`config.mk`:
```
export PLATFORM = sky130hd
export DESIGN_NAME = fsr_fadd
export DESIGN_NICKNAME = d
export VERILOG_FILES = /design/src/hdl/fsr_pkg.sv /design/src/hdl/fsr_fadd.sv
export SDC_FILE = /design/constraint.sdc
export NUM_CORES = 1
export LEC_CHECK = 0
export BUFFER_PORTS_ARGS = -buffer_cell sky130_fd_sc_hd__buf_2
export CORE_ASPECT_RATIO = 0.9
export CORE_MARGIN = 2
export CORE_UTILIZATION = 35
export DETAILED_ROUTE_END_ITERATION = 12
export MAX_ROUTING_LAYER = met4
export PLACE_DENSITY = 0.56
export SLEW_MARGIN = 25
export SYNTH_ARGS = -nofsm -noshare
export SYNTH_HDL_FRONTEND = slang
export SYNTH_SLANG_ARGS = --single-unit
```
`constraint.sdc`:
```
create_clock -name clk_i -period 13.1 [get_ports clk_i]
set_clock_uncertainty 0.2 [all_clocks]
set_input_delay 1.31 -clock clk_i [delete_from_list [all_inputs] [get_ports clk_i]]
set_output_delay 1.31 -clock clk_i [all_outputs]
set_load 0.01 [all_outputs]
```
`src/hdl/fsr_pkg.sv`:
```
// fsr_pkg: shared types, constants and the binary32 unpack helper
// used by the multiplier, adder and reciprocal units of the square root pipeline
// no dependencies
`timescale 1ns / 1ps

package fsr_pkg;

  // inverse-root seed constant and float constants as bit patterns
  localparam logic [31:0] MagicConst    = 32'h5f3759df;
  localparam logic [31:0] HalfBits      = 32'h3f000000;
  localparam logic [31:0] ThreeHalfBits = 32'h3fc00000;
  localparam logic [31:0] QnanBits      = 32'h7fc00000;
  localparam logic [7:0]  ExpMax        = 8'hff;

  // unpacked binary32 operand, subnormals carry exponent 1 and no hidden bit
  typedef struct packed {
    logic        sign;
    logic [7:0]  exp;
    logic [23:0] mant;
    logic        zero;
    logic        inf;
    logic        nan;
  } fp_t;

  // side data that travels with an item through the arithmetic units
  typedef struct packed {
    logic        zero_in;
    logic [31:0] h;
    logic [31:0] r;
  } side_t;

  function automatic fp_t unpack(input logic [31:0] b);
    fp_t f;
    f.sign = b[31];
    f.exp  = (b[30:23] == 8'd0) ? 8'd1 : b[30:23];
    f.mant = {(b[30:23] != 8'd0), b[22:0]};
    f.zero = (b[30:0] == 31'd0);
    f.inf  = (b[30:23] == ExpMax) && (b[22:0] == 23'd0);
    f.nan  = (b[30:23] == ExpMax) && (b[22:0] != 23'd0);
    return f;
  endfunction

endpackage

```
`src/hdl/fsr_fadd.sv`:
```
// fsr_fadd: four-stage binary32 adder, round to nearest even, subnormals kept
// carries a side_t beat alongside the sum; depends on fsr_pkg
`timescale 1ns / 1ps

module fsr_fadd (
  input  logic                clk_i,
  input  logic                rst_ni,
  input  logic                en_i,
  input  logic                valid_i,
  input  logic [31:0]         a_i,
  input  logic [31:0]         b_i,
  input  fsr_pkg::side_t      side_i,
  output logic                valid_o,
  output logic [31:0]         res_o,
  output fsr_pkg::side_t      side_o
);

  function automatic logic [4:0] lzc27(input logic [26:0] v);
    logic [4:0] n;
    logic       found;
    n     = 5'd0;
    found = 1'b0;
    for (int i = 26; i >= 0; i--) begin
      if (!found) begin
        if (v[i]) found = 1'b1;
        else n = n + 5'd1;
      end
    end
    return n;
  endfunction

  fsr_pkg::fp_t ua, ub, big, lit;

  // stage 1: specials, order operands by magnitude, align the smaller one
  logic                  s1_vld_q;
  logic                  s1_sign_q, s1_sub_q, s1_spec_q;
  logic [31:0]           s1_sval_q;
  logic [23:0]           s1_ma_q;
  logic [26:0]           s1_bal_q;
  logic [7:0]            s1_ea_q;
  fsr_pkg::side_t        s1_side_q;
  logic                  swap, spec_d;
  logic [7:0]            d;
  logic [53:0]           ash;
  logic [26:0]           bal_d;
  logic [31:0]           sval_d;

  assign ua = fsr_pkg::unpack(a_i);
  assign ub = fsr_pkg::unpack(b_i);

  always_comb begin
    swap  = (ub.exp > ua.exp) || ((ub.exp == ua.exp) && (ub.mant > ua.mant));
    big   = swap ? ub : ua;
    lit   = swap ? ua : ub;
    d     = big.exp - lit.exp;
    ash   = 54'd0;
    if (d >= 8'd27) begin
      bal_d = {26'd0, |lit.mant};
    end else begin
      ash   = {lit.mant, 3'd0, 27'd0} >> d[4:0];
      bal_d = ash[53:27] | {26'd0, |ash[26:0]};
    end
    spec_d = ua.nan | ub.nan | ua.inf | ub.inf | ua.zero | ub.zero;
    if (ua.nan || ub.nan || (ua.inf && ub.inf && (ua.sign != ub.sign))) sval_d = fsr_pkg::QnanBits;
    else if (ua.inf) sval_d = a_i;
    else if (ub.inf) sval_d = b_i;
    else if (ua.zero && ub.zero) sval_d = {ua.sign & ub.sign, 31'd0};
    else if (ua.zero) sval_d = b_i;
    else sval_d = a_i;
  end

  // stage 2: add or subtract magnitudes, count leading zeros
  logic                  s2_vld_q;
  logic                  s2_sign_q, s2_spec_q;
  logic [31:0]           s2_sval_q;
  logic [27:0]           s2_sum_q;
  logic [4:0]            s2_lz_q;
  logic [7:0]            s2_ea_q;
  fsr_pkg::side_t        s2_side_q;
  logic [27:0]           sum_d;

  always_comb begin
    if (s1_sub_q) sum_d = {1'b0, s1_ma_q, 3'd0} - {1'b0, s1_bal_q};
    else sum_d = {1'b0, s1_ma_q, 3'd0} + {1'b0, s1_bal_q};
  end

  // stage 3: normalize, limited so the exponent stays at or above one
  logic                  s3_vld_q;
  logic                  s3_sign_q, s3_spec_q, s3_zero_q;
  logic [31:0]           s3_sval_q;
  logic [26:0]           s3_norm_q;
  logic [8:0]            s3_expv_q;
  fsr_pkg::side_t        s3_side_q;
  logic [7:0]            em1, k;
  logic [26:0]           norm_d;
  logic [8:0]            expv_d;

  always_comb begin
    em1 = s2_ea_q - 8'd1;
    k   = ({3'd0, s2_lz_q} <= em1) ? {3'd0, s2_lz_q} : em1;
    if (s2_sum_q[27]) begin
      norm_d = {s2_sum_q[27:2], s2_sum_q[1] | s2_sum_q[0]};
      expv_d = {1'b0, s2_ea_q} + 9'd1;
    end else begin
      norm_d = s2_sum_q[26:0] << k[4:0];
      expv_d = {1'b0, s2_ea_q} - {1'b0, k};
    end
  end

  // stage 4: round and pack
  logic                  s4_vld_q;
  logic [31:0]           s4_res_q;
  fsr_pkg::side_t        s4_side_q;
  logic                  g, st, ru, ovf;
  logic [7:0]            field;
  logic [30:0]           packed_d;
  logic [31:0]           res_d;

  always_comb begin
    g        = s3_norm_q[2];
    st       = |s3_norm_q[1:0];
    ru       = g & (st | s3_norm_q[3]);
    ovf      = s3_norm_q[26] && (s3_expv_q >= 9'd255);
    field    = s3_norm_q[26] ? s3_expv_q[7:0] : 8'd0;
    packed_d = {field, s3_norm_q[25:3]} + {30'd0, ru};
    if (s3_spec_q) res_d = s3_sval_q;
    else if (s3_zero_q) res_d = 32'd0;
    else if (ovf) res_d = {s3_sign_q, fsr_pkg::ExpMax, 23'd0};
    else res_d = {s3_sign_q, packed_d};
  end

  // valid bits
  always_ff @(posedge clk_i or negedge rst_ni) begin
    if (!rst_ni) begin
      s1_vld_q <= 1'b0;
      s2_vld_q <= 1'b0;
      s3_vld_q <= 1'b0;
      s4_vld_q <= 1'b0;
    end else if (en_i) begin
      s1_vld_q <= valid_i;
      s2_vld_q <= s1_vld_q;
      s3_vld_q <= s2_vld_q;
      s4_vld_q <= s3_vld_q;
    end
  end

  // payload registers
  always_ff @(posedge clk_i) begin
    if (en_i) begin
      s1_sign_q <= big.sign;
      s1_sub_q  <= ua.sign ^ ub.sign;
      s1_spec_q <= spec_d;
      s1_sval_q <= sval_d;
      s1_ma_q   <= big.mant;
      s1_bal_q  <= bal_d;
      s1_ea_q   <= big.exp;
      s1_side_q <= side_i;

      s2_sign_q <= s1_sign_q;
      s2_spec_q <= s1_spec_q;
      s2_sval_q <= s1_sval_q;
      s2_sum_q  <= sum_d;
      s2_lz_q   <= lzc27(sum_d[26:0]);
      s2_ea_q   <= s1_ea_q;
      s2_side_q <= s1_side_q;

      s3_sign_q <= s2_sign_q;
      s3_spec_q <= s2_spec_q;
      s3_sval_q <= s2_sval_q;
      s3_zero_q <= (s2_sum_q == 28'd0);
      s3_norm_q <= norm_d;
      s3_expv_q <= expv_d;
      s3_side_q <= s2_side_q;

      s4_res_q  <= res_d;
      s4_side_q <= s3_side_q;
    end
  end

  assign valid_o = s4_vld_q;
  assign res_o   = s4_res_q;
  assign side_o  = s4_side_q;

endmodule

```
## After elaboration in Yosys (flattened, before gate mapping)

Index checks and enable logic that the tools add are counted.

| operators by class | value |
|---|---|
| $add $sub $neg | 33 |
| magnitude comparators | 5 |
| equality and inequality tests | 4 |
| shift-type cells | 2 |
| muxes and demuxes | 173 |
| bitwise operators | 11 |
| reduce and logical (&&, ||, !) cells | 26 |

Operators with widths:

| kind | count |
|---|---|
| 5-bit two-way mux | 78 |
| 32-bit two-way mux | 6 |
| 5-bit by 1-bit adder with 5-bit output, second input constant | 26 |
| 1-bit two-way mux | 79 |
| 31-bit logical NOT | 2 |
| 54-bit by 5-bit right shift with 54-bit output | 1 |
| 23-bit logical NOT | 2 |
| 23-bit nonzero test | 2 |
| 36-bit two-way mux | 1 |
| 35-bit two-way mux | 1 |
| 8-bit two-way mux | 4 |
| 31-bit by 1-bit adder with 31-bit output | 1 |
| 31-bit two-way mux | 1 |
| 27-bit by 27-bit adder with 28-bit output | 1 |
| 28-bit logical NOT | 1 |
| 28-bit two-way mux | 1 |
| 27-bit by 27-bit subtractor with 28-bit output | 1 |
| 27-bit by 1-bit OR with 27-bit output | 1 |
| 27-bit OR reduction | 1 |
| 27-bit by 5-bit << shifter with 27-bit output | 1 |
| 26-bit two-way mux | 1 |
| 24-bit > comparator | 1 |
| 24-bit OR reduction | 1 |
| 8-bit equality test, second input constant | 2 |
| other kinds (19) | 38 |

| word-level totals | value |
|---|---|
| flip-flop bits (word level) | 536 |
| bits of input ports | 133 |
| output and inout bits | 98 |
| logic and storage cells | 292 |

## Logic depth before layout (Yosys ltp)

Gate-level depths: netlist of run 1.

| depth | value |
|---|---|
| word-level depth | 107 |
| gate-level depth with buffers | 77 |
| mapped depth without buffers | 77 |

## Worst setup path after synthesis of run 1

Ideal clock, no wire load.

| path | value |
|---|---|
| path type | register to register |
| start | register s1_ma_q[1] |
| end | register s2_lz_q[4], data pin |
| setup time | 0.268 ns |
| arrival time | 13.004 ns |
| required time | 12.632 ns |
| setup slack | -0.371 ns |
| stages on the path, launching flop included | 73 |
| buffers on the path | 1 |
| clock period less this slack | 13.471 ns |
| path through | edfxtp_1 ha_1 nor2b_1 o221ai_1 a211oi_1 o31ai_1 o41a_1 or3_1 and2_1 clkbuf_1 or2_2 inv_1 ha_1 o21a_1 ha_1 o31ai_1 a221oi_1 o21ai_0 (+37 left out) a21oi_1 a31oi_1 o21ai_0 mux2i_1 mux2i_1 nor2_1 a21o_1 ha_1 mux2_2 ha_1 a21oi_1 a21oi_1 ha_1 nand4_1 nor2b_1 mux2_2 mux2i_1 xnor3_1 |

| on the way | value |
|---|---|
| longest elaborated chain between the ends | 107 |
| elaborated cells between the ends (all ways) | 182 |
| classes of those cells | add/sub: 28; mux: 154 |

RTL lines:

| what | RTL line | RTL |
|---|---|---|
| start: declaration | fsr_fadd.sv:38 | `logic [23:0] s1_ma_q;` |
| start signal: assignment | fsr_fadd.sv:154 | `s1_ma_q <= big.mant;` |
| 27-bit by 27-bit adder with 28-bit output / 27-bit by 27-bit subtractor with 28-bit output (equally long branches) | fsr_fadd.sv:84, fsr_fadd.sv:83 |  |
| 28-bit two-way mux * | fsr_fadd.sv:83 | `if (s1_sub_q) sum_d = {1'b0, s1_ma_q, 3'd0} - {1'b0, s1_bal_q};` |
| named net sum_d[26] | fsr_fadd.sv:80 | `logic [27:0] sum_d;` |
| 1-bit two-way mux | fsr_fadd.sv:25 | `if (v[i]) found = 1'b1;` |
| 5-bit two-way mux | fsr_fadd.sv:149 | `if (en_i) begin` |
| 5-bit by 1-bit adder with 5-bit output | fsr_fadd.sv:26 | `else n = n + 5'd1;` |
| 5-bit two-way mux | fsr_fadd.sv:25 |  |
| 5-bit two-way mux | fsr_fadd.sv:24 | `if (!found) begin` |
| (+92 left out) | n/a |  |
| 5-bit two-way mux | fsr_fadd.sv:149 |  |
| 5-bit by 1-bit adder with 5-bit output | fsr_fadd.sv:26 |  |
| 5-bit two-way mux | fsr_fadd.sv:25 |  |
| 5-bit two-way mux | fsr_fadd.sv:24 |  |
| 5-bit two-way mux | fsr_fadd.sv:149 |  |
| 5-bit by 1-bit adder with 5-bit output | fsr_fadd.sv:26 |  |
| 5-bit two-way mux | fsr_fadd.sv:25 |  |
| 5-bit two-way mux * | fsr_fadd.sv:24 |  |
| end signal: assignment | fsr_fadd.sv:163 | `s2_lz_q <= lzc27(sum_d[26:0]);` |
| end: declaration | fsr_fadd.sv:77 | `logic [4:0] s2_lz_q;` |

The timed path passes the listed nets; every way through them passes the cells marked *. The select of a mux whose other input is x is not followed.
A chain may end at the register's enable or synchronous reset.

## Worst setup path after layout of run 1

| path | value |
|---|---|
| start | register s1_ma_q[10] |
| end | register s2_lz_q[4], data pin |

| on the way | value |
|---|---|
| elaborated cells between the ends (all ways) | 173 |
| classes of those cells | add/sub: 28; mux: 145 |

RTL lines:

| what | RTL line |
|---|---|
| 27-bit by 27-bit adder with 28-bit output / 27-bit by 27-bit subtractor with 28-bit output (equally long branches) | fsr_fadd.sv:84, fsr_fadd.sv:83 |
| 28-bit two-way mux * | fsr_fadd.sv:83 |
| named net sum_d[24] | fsr_fadd.sv:80 |
| 5-bit two-way mux | fsr_fadd.sv:25 |
| 5-bit two-way mux | fsr_fadd.sv:24 |
| 5-bit two-way mux | fsr_fadd.sv:149 |
| 5-bit by 1-bit adder with 5-bit output | fsr_fadd.sv:26 |
| 5-bit two-way mux | fsr_fadd.sv:25 |
| (+85 left out) | n/a |
| 5-bit two-way mux | fsr_fadd.sv:149 |
| 5-bit by 1-bit adder with 5-bit output | fsr_fadd.sv:26 |
| 5-bit two-way mux | fsr_fadd.sv:25 |
| 5-bit two-way mux | fsr_fadd.sv:24 |
| 5-bit two-way mux | fsr_fadd.sv:149 |
| 5-bit by 1-bit adder with 5-bit output | fsr_fadd.sv:26 |
| 5-bit two-way mux | fsr_fadd.sv:25 |
| 5-bit two-way mux * | fsr_fadd.sv:24 |

Marked as above.

==> flow_summary.yaml, run 1 <==
routing:
  ant_nets: 0
  drt_first_iter_violations: 2163
  viasPerCell: 5.25
  drtPass1Iterations: 5
  vias: 22700
  wl_mm: 85.4
  drc: 0
  wire_per_inst_um: 19.8
floorplan:
  die_width_um: 310
  core_um2: 83900
  fp-row-count: 101
  fp.dieH_um: 280
  die-area_um2: 86700
  initial_core_util_pct: 35.2
  io_pins: 231
timing:
  setup_viol: 3
  tightest_slew_ns: 0.998
  grt_setup_unrepaired: "yes"
  setup_tns_ns: -0.510
  fin_crit_ns: 13.38
  max_slew_margin_pct: 33.3
  max_freq_ghz: 0.0747
  hold_viol_final: 0
  finalMaxSlewViolations: 0
  timing.final.crit_share_pct: 102
  fin_ws_ns: -0.284
power:
  p_leak_nw: 14.6
  clkPwrFrac_pct: 27.4
  p_sw_w: 0.00195
  comb_power_share_pct: 35.5
  power_w: 0.00595
  swShare_pct: 32.7
  p_per_area_nw_per_um2: 162
  seq_power_share_pct: 37.1
  ir_drop_mv: 0.105
  p_int_w: 0.00400
worst_setup_path:
  cp.required_ns: 13.25
  crit_arrival_ns: 13.53
  critPathKind: "register to register"
  slowest_delay_ns: 0.73
  cp_max_fo: 9
  critical_path.slowest_cell: "or4b_2"
  ff2ff_path_depth: 68
  start_kind: "register"
  critPathCaptureType: "register"
hold_path:
  hold_path.class: "register to register"
  holdPathStages: 0
global_routing:
  grt_max_degree: 165
  grtUsageTotal_pct: 19.5
  grt_first_pass_wirelength_mm: 128
  grt-ovfl-total: 0
  grt_pass1_vias: 21700
  antenna_found_initial: 3
logic_synthesis:
  syn_nets: 2913
  synth-edff-count: 532
  synth_common_cells: "532 x edfxtp_1, 294 x nand2_1, 190 x nor2_1"
  netlist_top_cells_area: "edfxtp_1 54%, ha_1 5.2%, mux2i_1 4.4%"
  synth_top_area_cell: "edfxtp_1"
  syn_inst: 2655
  ys.warnings.count: 0
  synthArstFlopShare_pct: 0.746
  synth-main-ff-cell: "edfxtp_1"
  avgSynthCellArea_um2: 11.1
  syn_area_um2: 29500
  yosys.area.top_type_share_pct: 54.1
  synth-seq-cells: 536
  yosysMostFrequentCell: "edfxtp_1"
  ys_seq_area_share_pct: 54.5
  synth.distinct_cells: 96
run_status:
  status: "finished, violations left"
  violations: "setup timing"
clock_network:
  path_clk_slew_ns: 0.07
  cts_buffer_depth: 3
  clk_latency_ns: 0.62
  root_buffer: "clkbuf_16"
  cts_hold_buf: 0
  cts_tree: "yes"
  cts_max_level: 2
  numCtsBuffers: 56
  clock-sinks: 536
final_layout:
  multi_input_area_um2: 13400
  drive_gt1_share_pct: 26.8
  fill_cells: 7874
  stdcell_count: 4316
  final_nets: 3392
  register_area_um2: 16100
  synthToLayoutAreaGrowth_pct: 24.6
placement:
  finalWeightedCongestion: 1.01
  port_buffers: 230
  dp_hpwl_mm: 64.5
  dpl.cell_count: 4166
flow_run:
  drv_cap: 0
-- cells in the final DEF (no fill, tap or decap), types with 62 or more instances in the layout --
cell type  synthesis  routed
edfxtp_1         532     532
buf_4              1     292
nand2_1          294     289
buf_2             13     229
nor2_1           190     183
a21oi_1          177     159
o21ai_0          159     148
inv_1            149     138
mux2i_1          129     125
ha_1             123      92
nor3_1            69      64
xnor2_1           70      62
-- logic make-up (layout without fill, tap and decap cells) --
logic type,after synthesis,in the layout,share of synthesized area (%)
simple gates,847,847,13.7
compound gates,582,582,12.3
flops,536,536,54.5
buf+inv,258,784,3.37
mux,188,188,6.74
fa+ha+maj,128,128,5.45
xor+xnor,116,116,3.95
other cells,0,2,0
-- path summary, 6_finish.rpt --
check / slack [ns] / startpoint / end
worst max-delay path: -0.28 / s1_ma_q[10] / s2_lz_q[4]
worst min-delay path: 0.20 / s2_sval_q[10] / s3_sval_q[10]
worst max register to register: -0.28 / s1_ma_q[10] / s2_lz_q[4]
worst min register to register: 0.20 / s2_sval_q[10] / s3_sval_q[10]
max in group asynchronous: 12.30 / rst_ni / s2_vld_q
min in group asynchronous: 0.28 / rst_ni / valid_o
-- critical path, delay by kind of cell, from the launching register on --
| kind | cells | cell delay [ns] |
|---|---|---|
| AND/OR/NAND/NOR | 10 | 1.75 |
| multiplexers | 7 | 1.23 |
| AO/OA/AOI/OAI | 31 | 4.77 |
| flip-flops | 1 | 0.45 |
| adder cells (fa/ha/maj) | 13 | 3.71 |
| buffers and inverters | 3 | 0.35 |
| XOR/XNOR | 4 | 0.66 |
-- registers in the layout, indices dropped and copies added, names as in the netlist, 5 cells and up --
name / count
side_o: 65
s3_side_q: 65
s1_bal_q: 27
s2_sval_q: 32
s3_norm_q: 27
res_o: 32
s2_lz_q: 5
s3_sval_q: 32
s1_ma_q: 24
s1_sval_q: 32
s2_ea_q: 8
s1_ea_q: 8
s3_expv_q: 9
s2_sum_q: 28
s1_side_q: 65
s2_side_q: 65
-- area by class of cell --
type                    count  area share [%]
diodes                      2          0.0136
clock buffers              77            4.16
clock inverters            28            1.07
inverters                 153            1.57
multi-input cells        1861            36.4
flip-flops and latches    536            43.7
well taps                1133            3.85
repair buffers            526            9.26
-- per-stage QoR --
step | setup slack (ns) | hold WS [ns] | util, % | area (um^2)
global placement | -0.351 | 0.200 | 40.2 | 33700
detailed placement | -0.733 | 0.205 | 40.2 | 33700
floorplan | 0.0511 | 0.200 | - | 29600
global route | -0.873 | 0.193 | 43.8 | 36800
CTS | -0.0664 | 0.185 | 43.0 | 36100
finish | -0.284 | 0.198 | 43.8 | 36800
-- metal layers --
metal,global-route usage [%],vias to the layer above,share of wire (%)
met4,4.84,0,2.5
met2,29.4,789,45
met3,2.63,108,6.1
met5,-,-,0
li1,-,10800,-
met1,27.7,11000,46
-- power by group through the flow --
stage          combinational, W  sequential, W  clock (W)
2_1_floorplan           0.00111        0.00220          0
3_3_place_gp            0.00180        0.00223          0
3_5_place_dp            0.00182        0.00224          0
4_1_cts                 0.00193        0.00221    0.00167
5_1_grt                 0.00228        0.00222    0.00175
6_report                0.00211        0.00221    0.00163
-- what timing repair did --
| action | in CTS | in global routing |
|---|---|---|
| endpoints found under the hold margin | 0 | 0 |
| setup endpoints to repair | 3 | 4 |
| pin swaps | 47 | 72 |
| resized for setup | 48 | 99 |
| buffers inserted | 21 | 23 |
No activity file was read; power rests on OpenSTA's default activity.
==> run 2: changes to the inputs <==
MAX_ROUTING_LAYER = not set   (was met4)
==> flow_summary.yaml, run 2 (synthesis results as in run 1) <==
clock_network:
  clk_latency_ns: 0.63
  path_clk_slew_ns: 0.06
  numCtsBuffers: 55
  cts_max_level: 2
  clock-sinks: 536
  cts_buffer_depth: 3
  cts_hold_buf: 0
  cts_tree: "yes"
  root_buffer: "clkbuf_16"
global_routing:
  grt_pass1_vias: 22100
  grt-ovfl-total: 0
  antenna_found_initial: 5
  grt_max_degree: 182
  grt_first_pass_wirelength_mm: 129
  grtUsageTotal_pct: 19.0
worst_setup_path:
  slowest_delay_ns: 0.44
  critical_path.slowest_cell: "o41a_1"
  cp_max_fo: 9
  r2r_start: "s1_ma_q[14]"
  critPathKind: "register to register"
  cp.required_ns: 13.23
  critPathCaptureType: "register"
  crit_arrival_ns: 13.49
  start_kind: "register"
  cp-startpoint: "s1_ma_q[14]"
hold_path:
  hp-start: "s2_sval_q[28]"
  hold_path.class: "register to register"
floorplan:
  die_width_um: 310
  core_um2: 83900
  die-area_um2: 86700
  fp-row-count: 101
  fp.dieH_um: 280
  initial_core_util_pct: 35.2
  io_pins: 231
routing:
  viasPerCell: 5.25
  ant_nets: 0
  drc: 0
  drt_first_iter_violations: 2291
  wire_per_inst_um: 19.7
  wl_mm: 84.8
  vias: 22600
  drtPass1Iterations: 6
timing:
  fin_crit_ns: 13.35
  tightest_slew_ns: 0.983
  timing.final.crit_share_pct: 102
  max_freq_ghz: 0.0749
  hold_viol_final: 0
  setup_tns_ns: -0.332
  setup_viol: 2
  finalMaxSlewViolations: 0
  worst_hold_slack_ns: 0.202
  fin_ws_ns: -0.251
  grt_setup_unrepaired: "yes"
  max_slew_margin_pct: 34.4
run_status:
  status: "finished, violations left"
  violations: "setup timing"
final_layout:
  stdcell_area_um2: 36400
  synthToLayoutAreaGrowth_pct: 23.3
  final_cell_mix: "532 x edfxtp_1, 289 x nand2_1, 278 x buf_4"
  final_util_pct: 43.4
  mostFrequentLayoutCell: "edfxtp_1"
  final_nets: 3379
  drive_gt1_share_pct: 25.7
flow_run:
  drv_cap: 0
placement:
  finalWeightedCongestion: 0.986
  dp_slack_ns: -0.896
  port_buffers: 230
  place_area_um2: 33700
  dp_hpwl_mm: 64.7
power:
  p_per_area_nw_per_um2: 160
  p_leak_nw: 14.5
  ir_drop_mv: 0.100
-- run 2: final cells by class --
cell class | count | area, um^2
diodes | 2 | 5.00
clock buffers | 63 | 1410
clock inverters | 39 | 419
fillers | 8006 | 47500
inverters | 153 | 577
multi-input cells | 1861 | 13200
flip-flops and latches | 536 | 16100
well taps | 1133 | 1420
repair buffers | 514 | 3320
-- run 2: routing by layer --
| layer | vias to the layer above | wire length [um] | GRT usage (%) |
|---|---|---|---|
| met1 | 11000 | 39200 | 27.2 |
| met5 | - | 31 | 0 |
| met2 | 744 | 38100 | 30.0 |
| met4 | 4 | 2160 | 4.98 |
| li1 | 10800 | - | - |
| met3 | 117 | 5250 | 2.72 |
-- run 2: path summary, 6_finish.rpt --
check	end	slack, ns	depth (start not counted)
worst max register to register	s2_lz_q[4]	-0.25	69
max in group asynchronous	s2_vld_q	12.31	1
min in group asynchronous	s1_vld_q	0.27	1
worst min register to register	s3_sval_q[28]	0.20	0
worst max-delay path	s2_lz_q[4]	-0.25	69
worst min-delay path	s3_sval_q[28]	0.20	0
-- run 2: power by group --
group	switching, W	internal [W]
Combinational	0.00116	0.000899
Clock	0.000667	0.000882
Sequential	0.000103	0.00210
Total	0.00193	0.00388
-- run 2: per-stage QoR --
step	total power, W	cells
2_1_floorplan	0.00331	2655
3_3_place_gp	0.00403	4165
3_5_place_dp	0.00406	4165
4_1_cts	0.00574	4290
5_1_grt	0.00611	4300
6_report	0.00581	4301
-- run 2: critical path: cells and delay by family, from the launching register on --
family / cells / cell delay [ns]
AO/OA/AOI/OAI: 29 / 4.61
adder cells (fa/ha/maj): 13 / 3.57
AND/OR/NAND/NOR: 10 / 1.54
multiplexers: 7 / 1.39
XOR/XNOR: 5 / 0.81
buffers and inverters: 5 / 0.54
flip-flops: 1 / 0.42
-- run 2: timing repair --
action	in CTS	in global routing
endpoints found under the setup margin	4	4
setup buffers	23	9
endpoints found under the hold margin	0	0
resized for setup	69	45
pin swaps	49	13
==> run 3: changes to the inputs <==
ABC_AREA = 1   (was not set)
CORE_UTILIZATION = 55   (was 35)
PLACE_DENSITY = 0.77   (was 0.56)
==> flow_summary.yaml, run 3 <==
routing:
  viasPerCell: 5.51
  wire_per_inst_um: 18.0
  wl_mm: 75.2
  vias: 23000
  ant_nets: 0
  drc: 0
  drtPass1Iterations: 8
  drt_first_iter_violations: 2304
run_status:
  status: "finished clean"
flow_run:
  drv_cap: 0
final_layout:
  mostFrequentLayoutCell: "nand2_1"
  drive_gt1_share_pct: 12.7
  stdcell_area_um2: 33100
  final_util_pct: 62.5
  final_nets: 3692
  final_cell_mix: "826 x nand2_1, 532 x edfxtp_1, 452 x inv_1"
  stdcell_count: 4175
  synthToLayoutAreaGrowth_pct: 12.3
  fill_cells: 4264
worst_setup_path:
  r2r_end: "s2_lz_q[4]"
  r2r_start: "s1_ma_q[6]"
  crit_arrival_ns: 12.06
  crit_path_frequent_cell: "nand2_1"
  start_kind: "register"
  critPathKind: "register to register"
  ff2ff_path_depth: 89
  slowest_delay_ns: 0.47
  rrSetupSlack_ns: 1.18
  cp_max_fo: 7
  critical_path.slowest_cell: "ha_2"
  critPathCaptureType: "register"
  cp.required_ns: 13.25
logic_synthesis:
  synth-edff-count: 532
  synth_common_cells: "828 x nand2_1, 532 x edfxtp_1, 453 x inv_1"
  avgSynthCellArea_um2: 9.13
  yosysMostFrequentCell: "nand2_1"
  synth-seq-cells: 536
  syn_nets: 3488
  synth-main-ff-cell: "edfxtp_1"
  ys.warnings.count: 0
  syn_area_um2: 29500
  synth.distinct_cells: 59
  netlist_top_cells_area: "edfxtp_1 54%, nand2_1 11%, inv_1 5.8%"
  ys_seq_area_share_pct: 54.5
  yosys.area.top_type_share_pct: 54.2
  synthArstFlopShare_pct: 0.746
  syn_inst: 3230
  synth_top_area_cell: "edfxtp_1"
timing:
  grt_setup_unrepaired: "no"
  setup_tns_ns: 0
  max_slew_margin_pct: 27.1
  setup_viol: 0
  timing.final.crit_share_pct: 91.0
  hold_viol_final: 0
  tightest_slew_ns: 1.09
  fin_crit_ns: 11.92
  max_freq_ghz: 0.0839
  finalMaxSlewViolations: 0
clock_network:
  clock-sinks: 536
  cts_tree: "yes"
  root_buffer: "clkbuf_16"
  clk_latency_ns: 0.59
  cts_max_level: 2
  cts_buffer_depth: 3
  path_clk_slew_ns: 0.06
  numCtsBuffers: 51
  postCtsSetupBuffers: 0
global_routing:
  grt-ovfl-total: 0
  grt_pass1_vias: 20400
  grt_first_pass_wirelength_mm: 114
  grt_max_degree: 154
  antenna_found_initial: 2
  grtUsageTotal_pct: 26.7
power:
  p_per_area_nw_per_um2: 153
  power_w: 0.00506
  p_leak_nw: 14.7
  ir_drop_mv: 0.114
hold_path:
  worstHoldEndpoint: "s2_sval_q[17]"
  hold_path.class: "register to register"
  holdPathStages: 0
  hp-start: "s1_sval_q[17]"
placement:
  port_buffers: 230
  dpl.cell_count: 4077
  place_area_um2: 31300
  dp_hpwl_mm: 57.2
  finalWeightedCongestion: 1.03
floorplan:
  core_um2: 53000
  initial_core_util_pct: 55.7
  die_width_um: 248
  die-area_um2: 55500
  fp.dieH_um: 224
  io_pins: 231
  fp-row-count: 80
-- run 3: cell count changes after synthesis, moves of 39 or more --
cell / delta
a21oi_1: -62
inv_1: +304
mux2_2: -56
mux2i_1: -112
nand2_1: +534
nand3_1: +119
nor2_1: +45
nor2b_1: -39
nor3_1: -46
o21ai_0: +131
xnor2_1: -65
-- run 3: worst max-delay path: cells and delay by family (launching register included) --
family	cells	cell delay (ns)
adders and majority gates	14	3.84
and+or+nand+nor	50	4.90
buffers and inverters	15	0.66
xor gates and xnor gates	1	0.14
DFF	1	0.42
AOI/OAI and AO/OA	9	1.49
-- run 3: area by class of cell --
class,count,area [um^2],share of cell area [%]
well taps,697,872,2.63
diodes,2,5.00,0.0151
clock buffers,60,1310,3.96
inverters,491,1850,5.60
multi-input cells,2106,11300,34.1
repair buffers,248,1340,4.04
clock inverters,35,380,1.15
flip-flops and latches,536,16100,48.5
-- run 3: how the worst max path moves through the flow --
stage / from / end / slack [ns] / cells past startpoint
floorplan: s1_ma_q[5] / s2_lz_q[4] / 2.04 / 86
global placement: s1_ma_q[8] / s2_lz_q[4] / 1.22 / 86
detailed placement: s1_ma_q[4] / s2_lz_q[4] / 0.88 / 86
CTS: s1_ma_q[4] / s2_lz_q[4] / 0.86 / 86
global route: s1_bal_q[4] / s2_lz_q[4] / 0.01 / 92
finish: s1_ma_q[6] / s2_lz_q[4] / 1.18 / 89
-- run 3: logic make-up (layout without fill, tap and decap cells) --
| group | count (synthesis) | count (layout) | share of synthesized area [%] |
|---|---|---|---|
| buffers and inverters | 588 | 834 | 7.57 |
| flip-flops | 536 | 536 | 54.5 |
| adder cells (fa/ha/maj) | 125 | 125 | 5.36 |
| AO/OA/AOI/OAI | 527 | 527 | 10.1 |
| AND/OR/NAND/NOR | 1393 | 1393 | 20.6 |
| other | 0 | 2 | 0 |
| XOR/XNOR | 44 | 44 | 1.31 |
| multiplexers | 17 | 17 | 0.577 |
-- run 3: repair_timing --
action,4_1_cts,5_1_grt
endpoints found under the setup margin,0,3
resized for setup,0,31
hold buffers,0,0
-- run 3: report_power, final --
group	switching [W]	leakage [nW]	internal, W
Combinational	0.000985	8.61	0.000410
Clock	0.000615	0.826	0.000858
Sequential	0.0000887	5.26	0.00210
Total	0.00169	14.7	0.00337
-- run 3: routing by layer --
layer  routed length, um  track usage, %  part of all wire [%]
met5                   0               0                     0
met4                1750            6.51                   2.3
met3                6600            3.80                   8.8
met2               34300            42.1                    46
met1               32500            39.1                    43
-- run 3: through the flow --
stage          worst slack, ns  hold slack [ns]
2_1_floorplan             2.04            0.200
3_3_place_gp              1.22            0.200
3_5_place_dp             0.876            0.205
4_1_cts                  0.855            0.214
5_1_grt                 0.0146            0.217
6_report                  1.18            0.212
